## config.mk

```make
export PLATFORM = sky130hd
export DESIGN_NAME = m3i_div_step
export DESIGN_NICKNAME = d
export VERILOG_FILES = /design/src/m3i_pkg.sv /design/src/m3i_div_step.sv
export SDC_FILE = /design/constraint.sdc
export NUM_CORES = 1
export LEC_CHECK = 0
export BUFFER_PORTS_ARGS = -buffer_cell sky130_fd_sc_hd__buf_2
export CORE_AREA = 3 3 180 182
export DETAILED_ROUTE_END_ITERATION = 8
export DIE_AREA = 0 0 183 185
export GPL_TIMING_DRIVEN = 0
export SYNTH_ARGS = -nofsm -noshare
export SYNTH_HDL_FRONTEND = slang
export SYNTH_SLANG_ARGS = --single-unit
```

## constraint.sdc

```tcl
create_clock -name vclk -period 3.85
set_clock_uncertainty 0.1 [all_clocks]
set_input_delay 0.385 -clock vclk [all_inputs]
set_output_delay 0.385 -clock vclk [all_outputs]
set_load 0.1 [all_outputs]
```

## src/m3i_pkg.sv

```systemverilog
// ----------------------------------------------------------------------------
// m3i_pkg
// Shared types and constants for the 3x3 matrix inverse pipeline.
// ----------------------------------------------------------------------------
package m3i_pkg;

   localparam int EB = 32;                  // element width
   localparam int FB = 16;                  // fraction bits
   localparam int NC = 9;                   // elements per matrix
   localparam int PW = 2 * EB;              // element product
   localparam int CW = 2 * EB + 1;          // cofactor
   localparam int DW = 3 * EB + 2;          // determinant
   localparam int RW_A = DW + EB + 2;
   localparam int RW_B = 2 * EB + 2 * FB + 3;
   localparam int RW = (RW_A > RW_B) ? RW_A : RW_B;   // divider datapath
   localparam int QW = EB + 1;              // quotient bits kept

   // cofactor k = a[i0]*a[i1] - a[i2]*a[i3], already transposed (adjugate order)
   localparam logic [3:0] COF_IDX [NC][4] = '{
      '{4'd4, 4'd8, 4'd5, 4'd7}, '{4'd2, 4'd7, 4'd1, 4'd8}, '{4'd1, 4'd5, 4'd2, 4'd4},
      '{4'd5, 4'd6, 4'd3, 4'd8}, '{4'd0, 4'd8, 4'd2, 4'd6}, '{4'd2, 4'd3, 4'd0, 4'd5},
      '{4'd3, 4'd7, 4'd4, 4'd6}, '{4'd1, 4'd6, 4'd0, 4'd7}, '{4'd0, 4'd4, 4'd1, 4'd3}
   };

   localparam bit ONE_FITS = (FB <= EB - 2);
   localparam logic [EB-1:0] ONE_VAL = ONE_FITS ? (EB'(1) << FB) : {1'b0, {(EB-1){1'b1}}};
   localparam logic ONE_OVF = !ONE_FITS;

   typedef struct packed {
      logic signed [EB-1:0] in_r0c0;
      logic signed [EB-1:0] in_r0c1;
      logic signed [EB-1:0] in_r0c2;
      logic signed [EB-1:0] in_r1c0;
      logic signed [EB-1:0] in_r1c1;
      logic signed [EB-1:0] in_r1c2;
      logic signed [EB-1:0] in_r2c0;
      logic signed [EB-1:0] in_r2c1;
      logic signed [EB-1:0] in_r2c2;
   } req_type;

   typedef struct packed {
      logic signed [EB-1:0] out_r0c0;
      logic signed [EB-1:0] out_r0c1;
      logic signed [EB-1:0] out_r0c2;
      logic signed [EB-1:0] out_r1c0;
      logic signed [EB-1:0] out_r1c1;
      logic signed [EB-1:0] out_r1c2;
      logic signed [EB-1:0] out_r2c0;
      logic signed [EB-1:0] out_r2c1;
      logic signed [EB-1:0] out_r2c2;
      logic                 singular;
      logic signed [EB-1:0] determinant;
      logic                 overflow;
   } rsp_type;

   // one divider stage: nine lanes share the shifted divisor
   typedef struct packed {
      logic [NC-1:0][RW-1:0] rem;
      logic [NC-1:0][QW-1:0] quo;
      logic [NC-1:0]         neg;
      logic [NC-1:0]         sat;
      logic [RW-1:0]         ys;
      logic                  sing;
      logic [EB-1:0]         det;
      logic                  det_ovf;
   } div_type;

endpackage

```

## src/m3i_div_step.sv

```systemverilog
// ----------------------------------------------------------------------------
// m3i_div_step
// One restoring-division step: compare, subtract, shift in a quotient bit.
// ----------------------------------------------------------------------------
module m3i_div_step (
   input  logic [m3i_pkg::RW-1:0] rem_i,
   input  logic [m3i_pkg::RW-1:0] ys_i,
   input  logic [m3i_pkg::QW-1:0] quo_i,
   output logic [m3i_pkg::RW-1:0] rem_o,
   output logic [m3i_pkg::QW-1:0] quo_o
);
   import m3i_pkg::*;

   logic ge;

   assign ge    = (rem_i >= ys_i);
   assign rem_o = ge ? (rem_i - ys_i) : rem_i;
   assign quo_o = {quo_i[QW-2:0], ge};

endmodule

```

After elaboration in Yosys (flattened, before gate mapping)
Index checks and enable logic that the tools add are counted.
W data, S select, Z words.

word-level totals
  register bits = 0
  input port bits = 297
  output and inout bits = 165
  logic and storage cells = 3

operators by class
  $add $sub $neg = 1
  $lt $le $gt $ge = 1
  multiplexer cells = 1

operators by type and width
  operator             count
  $ge A132 B132 Y1     1
  $mux W132            1
  $sub A132 B132 Y132  1

Logic depth before layout (Yosys ltp)
Gate-level depths: netlist of run 1.

  depth in word-level cells = 2
  gate-level depth with buffers = 18
  depth with buffers taken out = 16

Least setup slack after synthesis of run 1
Ideal clock, no wire load.

  path kind = input-to-output
  start point = input port rem_i[0] (netlist name)
  end point = output port rem_o[102] (netlist name)
  data arrival time = 4.829 ns
  required time = 3.365 ns
  slack = -1.464 ns
  cell stages on the path = 18
  path buffers = 3
  cell sequence = inv_1 ha_1 inv_1 fa_1 a21o_2 a31oi_2 o21a_2 nor2_2 nor4_2 nor4b_2 a211o_1 a21oi_2 o31a_1 o31ai_4 buf_6 buf_4 buf_2 a21oi_1

on the way
  longest elaborated chain between the ends = 2
  elaborated cells on any way between the ends = 3
  classes of those cells = add/sub: 1; order compare: 1; mux: 1

ends and longest elaborated chain
  item                                                     line                                    RTL
  start, declared                                          m3i_div_step.sv:6                       input logic [m3i_pkg::RW-1:0] rem_i,
  $sub A132 B132 Y132 or $ge A132 B132 Y1 (tied branches)  m3i_div_step.sv:17, m3i_div_step.sv:16
  $mux W132 *                                              m3i_div_step.sv:17                      assign rem_o = ge ? (rem_i - ys_i) : rem_i;
  end, declared                                            m3i_div_step.sv:9                       output logic [m3i_pkg::RW-1:0] rem_o,

Every way passes the cells marked *; elsewhere a longest branch is shown, timed or not.

Final worst setup path of run 1
  start point = input port rem_i[0] (netlist name)
  end point = output port rem_o[104] (netlist name)

Same word-level chain as after synthesis.

==> results of run 1 <==
cell usage after synthesis, types with 3 or more instances:
cell | instances | area share
xor2_1 | 51 | 0.041
nor3_1 | 21 | 0.0097
xnor2_1 | 78 | 0.063
o21a_1 | 13 | 0.0090
o31ai_1 | 12 | 0.0083
buf_2 | 36 | 0.017
inv_1 | 166 | 0.057
a221oi_1 | 8 | 0.0064
ha_1 | 132 | 0.15
a211oi_1 | 5 | 0.0034
nand2_1 | 159 | 0.055
nand3_1 | 24 | 0.011
a21oi_1 | 311 | 0.14
nor2_1 | 236 | 0.081
o21bai_1 | 27 | 0.019
or4_1 | 5 | 0.0034
o21ai_1 | 10 | 0.0046
o211ai_1 | 11 | 0.0076
a21o_1 | 51 | 0.035
nand2b_1 | 11 | 0.0063
clkbuf_2 | 3 | 0.0014
buf_4 | 37 | 0.026
or3_1 | 3 | 0.0017
or2_2 | 4 | 0.0023
a31oi_1 | 9 | 0.0052
and3_1 | 4 | 0.0023
a211o_1 | 5 | 0.0040
mux2_1 | 10 | 0.010
a31o_2 | 3 | 0.0024
nor2b_1 | 14 | 0.0080
a21boi_0 | 10 | 0.0069
clkbuf_1 | 44 | 0.015
a221o_1 | 4 | 0.0037
o21ai_0 | 122 | 0.056
nand4_1 | 68 | 0.039
o31a_1 | 3 | 0.0024
a21oi_2 | 3 | 0.0024
mux2_2 | 18 | 0.019
nor4_1 | 13 | 0.0075
area by class of cell:
type	count	share of cell area
antenna	2	0.0002585
multi-input combinational	1506	0.6080
inverter	166	0.03296
timing repair buffer	535	0.2860
buffer	98	0.04724
tap	396	0.02559
cells by family (layout without fill, tap and decap cells):
group                      after synthesis  after routing  synth area share
other                                    0              2                 0
buffers and inverters                  288            799            0.1179
adders and majority gates              133            133            0.1536
AOI/OAI and AO/OA                      641            641            0.3577
xor gates and xnor gates               129            129            0.1038
muxes                                   28             28           0.02897
and+or+nand+nor                        575            575            0.2380
placed cells by master (no fill, tap or decap), types with 26 or more instances in the layout:
cell type | Yosys | layout
inv_1 | 166 | 157
xor2_1 | 51 | 49
mux2_4 | 0 | 28
o21ai_0 | 122 | 111
nand2_1 | 159 | 155
nand4_1 | 68 | 68
a21o_1 | 51 | 51
buf_6 | 2 | 26
a21oi_4 | 0 | 108
buf_12 | 0 | 158
ha_1 | 132 | 105
buf_2 | 36 | 294
nor2_1 | 236 | 188
o21bai_1 | 27 | 27
nor2_2 | 2 | 45
a21oi_1 | 311 | 183
buf_4 | 37 | 106
xnor2_1 | 78 | 77
how the worst min path moves through the flow:
stage | startpoint | endpoint | slack, ns | depth (start not counted)
2_1_floorplan | quo_i[9] | quo_o[10] | 0.88 | 1
3_3_place_gp | quo_i[18] | quo_o[19] | 1.05 | 2
3_5_place_dp | quo_i[11] | quo_o[12] | 1.05 | 2
4_1_cts | quo_i[30] | quo_o[31] | 1.05 | 2
5_1_grt | quo_i[5] | quo_o[6] | 1.06 | 2
6_report | quo_i[12] | quo_o[13] | 1.05 | 2
power groups by stage:
stage | Sequential (mW) | Clock [mW] | Combinational, mW
2_1_floorplan | 0 | 0 | 3.84
3_3_place_gp | 0 | 0 | 4.83
3_5_place_dp | 0 | 0 | 4.81
4_1_cts | 0 | 0 | 6.47
5_1_grt | 0 | 0.0000000696 | 7.09
6_report | 0 | 0.0000000697 | 6.83
metal layers:
| metal | GRT usage | vias up | share of wire |
|---|---|---|---|
| met5 | 0 | - | 0.00060 |
| met4 | 0.08927 | 6 | 0.033 |
| li1 | - | 7356 | - |
| met2 | 0.5693 | 698 | 0.49 |
| met3 | 0.04497 | 120 | 0.066 |
| met1 | 0.3894 | 7391 | 0.41 |
timing repair:
item                                    4_1_cts  5_1_grt
endpoints found under the setup margin      133      133
gates cloned                                 18        7
setup buffers                                55       32
pin swaps                                    33       49
gates resized for setup                     848      198
metrics by stage:
step                        util  hold slack [ns]  cell area (um2)
after floorplan                -           0.8815            11430
after global placement    0.4575            1.055            14070
after detailed placement  0.4575            1.055            14070
after CTS                 0.6006            1.055            18470
after global routing      0.6296            1.057            19360
final                     0.6296            1.054            19360
==> metrics.yaml, run 1 <==
detailed_routing:
  drt_pass1_iterations: 6
  drtIter0Drc: 1010
  wl_um: 58580
  ant_nets: 0
  via_per_inst: 5.761
  detail_route.wl_per_cell_um: 21.67
  via_count: 15570
  post-route-drc-count: 0
power_and_ir_drop:
  powerDensity_nw_per_um2: 352.9
  sw_frac_of_total: 0.6307
  combPwrFrac: 1.000
  pwr-share-clk: 0
  leakagePower_nw: 8.695
  power_mw: 6.832
  irDropWorstVdd_mv: 0.2479
  p_seq_frac: 0
  p_switching_mw: 4.309
  p_int_mw: 2.523
critical_path:
  critPathTopFamily: "compound AO/OA/AOI/OAI gates"
  critical-path-max-stage-delay_ns: 0.42
  worst-path-max-fanout: 5
  startpoint_type: "primary input"
  worstSetupPathType: "primary input to primary output"
  critical_path.endpoint: "rem_o[104]"
  cp_data_required_time_ns: 3.37
  end_kind: "primary output"
  crit_start: "rem_i[0]"
  cp_cell_sequence: "buf_12 > inv_12 > ha_4 > inv_2 > fa_2 > a21o_4 > a31oi_4 > buf_6 > o21a_4 > nor2_4 > nor4_4 > nor4b_4 > a211o_1 > a21oi_4 > o31a_1 > o31ai_4 > buf_6 > buf_16 > buf_8 > buf_12 > mux2_4 > buf_12"
  worstPathArrival_ns: 4.20
  worst_path_most_repeated_cell: "buf_12"
  slowest_stage: "nor4_4"
  cp.depth: 22
  path_buf_inv: 9
placed_design:
  place_inst: 2619
  place_ws_ns: -1.716
  gp_congestion: 0.9380
  dp_hpwl_um: 44930
  port_buffers: 429
die:
  core_um2: 30750
  rows: 64
  start_util: 0.3540
  die_area_um2: 33860
  die_y_um: 185
  ios: 462
  die_w_um: 183
synth:
  synth_cells: 1794
  syn_nets: 2224
  yosysSeqAreaShare: 0
  yosys_warnings: 0
  synth_cell_type_count: 77
  syn_area_um2: 10890
  postSynthAreaPerCell_um2: 6.068
finish:
  fin_nets: 2737
  drive_gt1_frac: 0.3996
  layout.cells.non_filler: 2703
  n_clock_buffer: 0
  multi_input_area_um2: 11770
  syn_to_final_growth_pct: 77.86
  register_area_um2: 0
  fillers: 2739
  seq_cells: 0
sta:
  drv_slew: 0
  timing.final.ws_setup_ns: -0.8328
  fmax_mhz: 213.5
  setup-violations-final: 133
  rsz0062_at_grt: "true"
  slew_headroom: 0.5041
  finalHoldViolCount: 0
  period_needed_ns: 4.683
  period_share: 1.216
  finalSetupTns_ns: -99.12
  worstMarginPinSlew_ns: 0.7371
global_routing:
  globalRouteOverflowTotal: 0
  grt_start_max_net_pins: 11
  antenna_found_initial: 5
  grt_pass1_wl_um: 85490
  grt_pass1_vias: 15430
  grt.total_usage: 0.3149
hold_path:
  min_path_type: "primary input to primary output"
flow_run:
  cap_violations: 0
clock_network:
  cts.hold.buffers_added: 0
run_status:
  run_status: "complete, but fails checks"
  violations: "setup timing"
(Power assumes the default switching activity.)
==> inputs of run 2 (changes only) <==
==> constraint.sdc (replaced) <==
create_clock -name vclk -period 4.2
set_clock_uncertainty 0.1 [all_clocks]
set_input_delay 0.42 -clock vclk [all_inputs]
set_output_delay 0.42 -clock vclk [all_outputs]
set_load 0.1 [all_outputs]
==> run 2 against run 1 <==
The flow still finishes with violations (setup timing). Non-clock buffer count is 33 higher. Via count up 1.8%. Total power is 7.2% lower. Design area is 2.5% higher. Sequential cell count did not move. Setup slack better by 0.24 ns. Critical path depth shrank 1. First-iteration DRC count is 32% higher. Sequential share of layout area unchanged.
==> metrics.yaml, run 2 (synthesis results as in run 1) <==
run_status:
  run_status: "complete, but fails checks"
  violations: "setup timing"
sta:
  period_share: 1.142
  timing.final.ws_setup_ns: -0.5945  # +0.2383 ns
  finalHoldViolCount: 0  # unchanged
  rsz0062_at_grt: "true"
  holdWs_ns: 1.124  # +0.06994 ns
  worstMarginPinSlew_ns: 0.7224  # -0.01472 ns
  setup-violations-final: 133  # unchanged
  slew_headroom: 0.5140  # +0.009901
  drv_slew: 0  # unchanged
  period_needed_ns: 4.794
  fmax_mhz: 208.6
die:
  start_util: 0.3540  # unchanged
  die_y_um: 185  # unchanged
  die_area_um2: 33860  # unchanged
  core_um2: 30750  # unchanged
  rows: 64  # unchanged
  ios: 462  # unchanged
  die_w_um: 183  # unchanged
power_and_ir_drop:
  powerDensity_nw_per_um2: 319.3  # -9.5%
  irDropWorstVdd_mv: 0.2658  # +7.2%
  leakagePower_nw: 8.876  # +2.1%
critical_path:
  worst-path-max-fanout: 7  # +2
  end_kind: "primary output"
  startpoint_type: "primary input"
  worstSetupPathType: "primary input to primary output"
  cp_data_required_time_ns: 3.68  # +0.31 ns
  worstPathArrival_ns: 4.27  # +0.07 ns
finish:
  multi_input_area_um2: 12000  # +1.9%
  drive_gt1_frac: 0.4132  # +0.01361
  n_clock_buffer: 0  # unchanged
  syn_to_final_growth_pct: 82.36
  mostFrequentLayoutCells: "buf_2 (290), a21oi_1 (188), nor2_1 (174)"
  finish.utilization: 0.6455  # +0.01591
  fillers: 2574  # -6.0%
  seq_cells: 0  # unchanged
  final_common_cell: "buf_2"
  fin_nets: 2770  # +1.2%
  register_area_um2: 0  # unchanged
placed_design:
  dp_hpwl_um: 45020  # +0.18%
  gp_congestion: 0.9520  # +1.5%
  port_buffers: 429  # unchanged
detailed_routing:
  post-route-drc-count: 0  # unchanged
  wl_um: 60320  # +3.0%
  via_per_inst: 5.794  # +0.58%
  detail_route.wl_per_cell_um: 22.06  # +1.8%
  via_count: 15850  # +1.8%
  ant_nets: 0  # unchanged
  drtIter0Drc: 1329  # +32%
  drt_pass1_iterations: 6  # unchanged
hold_path:
  holdPathEnd: "quo_o[32]"
  worstHoldStart: "quo_i[31]"
  min_path_type: "primary input to primary output"
  min_path_cells: 2  # unchanged
flow_run:
  cap_violations: 0  # unchanged
global_routing:
  antenna_found_initial: 3  # -2
  grt.total_usage: 0.3287  # +0.01379
  grt_start_max_net_pins: 11  # unchanged
  grt_pass1_wl_um: 89070  # +4.2%
  globalRouteOverflowTotal: 0  # unchanged
  grt_pass1_vias: 16130  # +4.6%
clock_network:
  cts.hold.buffers_added: 0  # unchanged
-- run 2: cell type report --
type | instances | area share
timing repair buffer | 564 | 0.2906
inverter | 166 | 0.03227
multi-input combinational | 1506 | 0.6045
buffer | 102 | 0.04759
antenna | 1 | 0.0001261
tap | 396 | 0.02496
-- run 2: per-layer routing --
layer,vias up,GRT usage,wire length (um)
li1,7418,-,-
met3,165,0.04988,4264
met2,799,0.6004,29960
met4,4,0.1200,2684
met1,7460,0.3894,23390
met5,-,0,27
-- run 2: critical path: stages --
cell,delay [ns]
buf_2,0.11
inv_1,0.07
ha_4,0.30
nand4_1,0.20
nor4_4,0.38
nand4_1,0.22
nor2_4,0.19
nor4_4,0.09
nor4b_2,0.25
a211o_1,0.23
a21oi_4,0.10
o31a_1,0.32
o31ai_4,0.31
buf_6,0.16
buf_6,0.11
buf_12,0.14
buf_12,0.12
buf_12,0.13
nor2_2,0.05
a21oi_4,0.15
buf_12,0.19
-- run 2: worst max-delay path by stage --
stage	from	to	slack, ns	cells past startpoint
after global routing	ys_i[29]	rem_o[127]	-0.69	22
after global placement	ys_i[3]	rem_o[129]	-1.69	16
final	ys_i[31]	rem_o[127]	-0.59	21
after floorplan	rem_i[0]	rem_o[10]	-0.95	18
after CTS	rem_i[0]	rem_o[64]	-0.65	22
after detailed placement	ys_i[3]	rem_o[129]	-1.68	16
-- run 2: per-stage QoR --
stage | std cells | total power [mW] | setup slack [ns] | cell area [um2] | TNS, ns
floorplan | 1794 | 3.461 | -0.9456 | 11270 | -76.43
global placement | 2619 | 4.361 | -1.687 | 13910 | -173.22
detailed placement | 2619 | 4.355 | -1.680 | 13910 | -172.25
CTS | 2722 | 6.156 | -0.6538 | 19300 | -72.31
global route | 2735 | 6.574 | -0.6852 | 19850 | -79.48
finish | 2735 | 6.337 | -0.5945 | 19850 | -66.80
-- run 2: report_power, final --
part	internal (mW)	switching, mW
registers	0	0
logic	2.35	3.99
clock network	0.0000000319	0
-- run 2: timing repair --
action,in CTS,in global routing
setup buffers,94,35
pin swaps,48,54
endpoints found under the setup margin,133,133
gates cloned,22,2
gates resized for setup,1015,140
==> inputs of run 3 (changes only) <==
--- a/config.mk
+++ b/config.mk
@@ -6,10 +6,14 @@
 export NUM_CORES = 1
 export LEC_CHECK = 0
 export BUFFER_PORTS_ARGS = -buffer_cell sky130_fd_sc_hd__buf_2
-export CORE_AREA = 3 3 180 182
+export CELL_PAD_IN_SITES_DETAIL_PLACEMENT = 2
+export CELL_PAD_IN_SITES_GLOBAL_PLACEMENT = 2
+export CORE_ASPECT_RATIO = 0.75
+export CORE_MARGIN = 3
+export CORE_UTILIZATION = 23
 export DETAILED_ROUTE_END_ITERATION = 8
-export DIE_AREA = 0 0 183 185
 export GPL_TIMING_DRIVEN = 0
+export PLACE_DENSITY = 0.88
 export SYNTH_ARGS = -nofsm -noshare
 export SYNTH_HDL_FRONTEND = slang
 export SYNTH_SLANG_ARGS = --single-unit
==> run 3 against run 2 <==
The flow still finishes with violations (setup timing). Global-route usage decreased by 1.7 points. Final cell count up 8.2%. Clock-buffer cell count stayed put. Sequential share of layout area unchanged. Non-clock buffer count shrank 18. Die area is 48% higher. Routed wire length rose by 49%. Fmax shrank 8.4%. Design area rose by 1.0%. Critical path depth is 1 lower. Largest power group unchanged. Highest routed layer unchanged.
==> metrics.yaml, run 3 (synthesis results as in run 1) <==
run_status:
  run_status: "complete, but fails checks"
  violations: "setup timing"
finish:
  stdcell_area_um2: 20050  # +1.0%
  drive_gt1_frac: 0.4190  # +0.005792
  n_clock_buffer: 0  # unchanged
  finish.utilization: 0.4324  # -0.2131
  fin_nets: 2752  # -0.65%
  final_common_cell: "buf_2"
  mostFrequentLayoutCells: "buf_2 (297), a21oi_1 (176), nor2_1 (166)"
  seq_cells: 0  # unchanged
  syn_to_final_growth_pct: 84.20
  register_area_um2: 0  # unchanged
  layout.cells.non_filler: 2958  # +8.2%
placed_design:
  place_inst: 2853  # +8.9%
  dp_hpwl_um: 58300  # +30%
  placed_area_um2: 14200  # +2.1%
  port_buffers: 429  # unchanged
  gp_congestion: 0.9503  # -0.18%
detailed_routing:
  wl_um: 89850  # +49%
  ant_nets: 0  # unchanged
  drtIter0Drc: 1170  # -12%
  via_count: 17260  # +8.9%
  via_per_inst: 5.836  # +0.72%
  drt_pass1_iterations: 5  # -1
  post-route-drc-count: 0  # unchanged
  detail_route.wl_per_cell_um: 30.37  # +38%
global_routing:
  grt_use_met2: 0.5407  # -0.05965
  antenna_found_initial: 10  # +7
  grt_pass1_wl_um: 121600  # +37%
  met3_usage: 0.06604  # +0.01616
  top_usage_layer: "met2"
  grt_util_met1: 0.3873  # -0.002114
  grt_start_max_net_pins: 11  # unchanged
  grt_pass1_vias: 18490  # +15%
  globalRouteOverflowTotal: 0  # unchanged
  grt.total_usage: 0.3118  # -0.01691
critical_path:
  end_kind: "primary output"
  worstPathArrival_ns: 4.71  # +0.44 ns
  worst-path-max-fanout: 7  # unchanged
  startpoint_type: "primary input"
  worstSetupPathType: "primary input to primary output"
  cp_data_required_time_ns: 3.68  # about the same
die:
  die_w_um: 257.2  # +41%
  ios: 462  # unchanged
  rows: 68  # +6.3%
  core_um2: 46370  # +51%
  start_util: 0.2348  # -0.1192
  die_y_um: 194.4  # +5.1%
  die_area_um2: 50000  # +48%
hold_path:
  min_path_cells: 2  # unchanged
  min_path_type: "primary input to primary output"
  holdPathEnd: "quo_o[13]"
  worstHoldStart: "quo_i[12]"
sta:
  timing.final.ws_setup_ns: -1.032  # -0.4375 ns
  period_share: 1.246  # +0.1042
  setup-violations-final: 133  # unchanged
  finalHoldViolCount: 0  # unchanged
  period_needed_ns: 5.232  # +0.4375 ns
  drv_slew: 0  # unchanged
  finalSetupTns_ns: -119.11  # -52.31 ns
  slew_headroom: 0.3715  # -0.1425
  fmax_mhz: 191.1  # -8.4%
  rsz0062_at_grt: "true"
  worstMarginPinSlew_ns: 0.9329  # +0.2105 ns
power_and_ir_drop:
  p_int_mw: 2.334  # -0.57%
  p_switching_mw: 4.375  # +9.6%
  irDropWorstVdd_mv: 0.2219  # -17%
  leakagePower_nw: 8.768  # -1.2%
  powerDensity_nw_per_um2: 334.6  # +4.8%
  pwr-share-clk: 0  # unchanged
  combPwrFrac: 1.000  # about the same
  sw_frac_of_total: 0.6522  # +0.02250
  p_seq_frac: 0  # unchanged
  power_mw: 6.709  # +5.9%
flow_run:
  cap_violations: 0  # unchanged
clock_network:
  cts.hold.buffers_added: 0  # unchanged
==> run 3: changes by cell type in the layout (fill, tap and decap cells not counted), sizes merged <==
cell    before  now
buf        631  610
bufbuf       1    0
clkbuf      34   38
diode        1    8
==> run 3: worst max-delay path: stages <==
cell     delay [ns]
buf_8          0.11
ha_4           0.28
a21oi_1        0.44
o21ai_1        0.27
a21oi_2        0.35
o31ai_4        0.11
nor4_4         0.43
nor4b_4        0.09
a211o_1        0.34
a21oi_4        0.22
o31a_1         0.29
o31ai_4        0.12
buf_6          0.16
buf_16         0.14
buf_6          0.12
buf_16         0.15
buf_12         0.14
buf_16         0.14
a21oi_4        0.17
buf_12         0.19
==> run 3: repair_timing <==
action	4_1_cts	5_1_grt
gates cloned	17	7
endpoints found under the setup margin	133	133
setup buffers	57	50
pin swaps	50	67
gates resized for setup	887	255
==> run 3: worst max-delay path by stage <==
| stage | cells after the start | end | start | slack (ns) |
|---|---|---|---|---|
| 5_1_grt | 20 | rem_o[115] | rem_i[23] | -1.10 |
| 6_report | 20 | rem_o[115] | rem_i[23] | -1.03 |
| 3_3_place_gp | 18 | rem_o[88] | rem_i[63] | -1.92 |
| 3_5_place_dp | 16 | rem_o[129] | rem_i[66] | -2.11 |
| 2_1_floorplan | 18 | rem_o[10] | rem_i[0] | -0.95 |
| 4_1_cts | 27 | rem_o[92] | rem_i[0] | -0.89 |
==> run 3: power by group through the flow <==
| stage | registers, mW | clock network, mW | logic (mW) |
|---|---|---|---|
| final | 0 | 0.000000256 | 6.71 |
| after global routing | 0 | 0.000000191 | 6.88 |
| after CTS | 0 | 0 | 6.05 |
| after detailed placement | 0 | 0 | 4.52 |
| after global placement | 0 | 0 | 4.43 |
| after floorplan | 0 | 0 | 3.46 |
==> run 3: final cells by class <==
| cell class | instances | area, um2 |
|---|---|---|
| Inverter | 166 | 638.1 |
| Timing Repair Buffer | 547 | 5627 |
| Tap cell | 630 | 788.3 |
| Buffer | 101 | 945.9 |
| Multi-Input combinational cell | 1506 | 12030 |
| Antenna cell | 8 | 20.02 |
| Fill cell | 5152 | 26320 |
==> run 3: layer usage <==
metal / wire [um] / vias to the layer above
met1: 35910 / 8710
met5: 31 / -
met2: 43970 / 923
met3: 6576 / 232
met4: 3358 / 4
li1: - / 7393
==> run 3: per-stage QoR <==
step	hold WS, ns	worst slack, ns
2_1_floorplan	0.9515	-0.9456
3_3_place_gp	1.124	-1.919
3_5_place_dp	1.125	-2.108
4_1_cts	1.125	-0.8865
5_1_grt	1.129	-1.101
6_report	1.124	-1.032
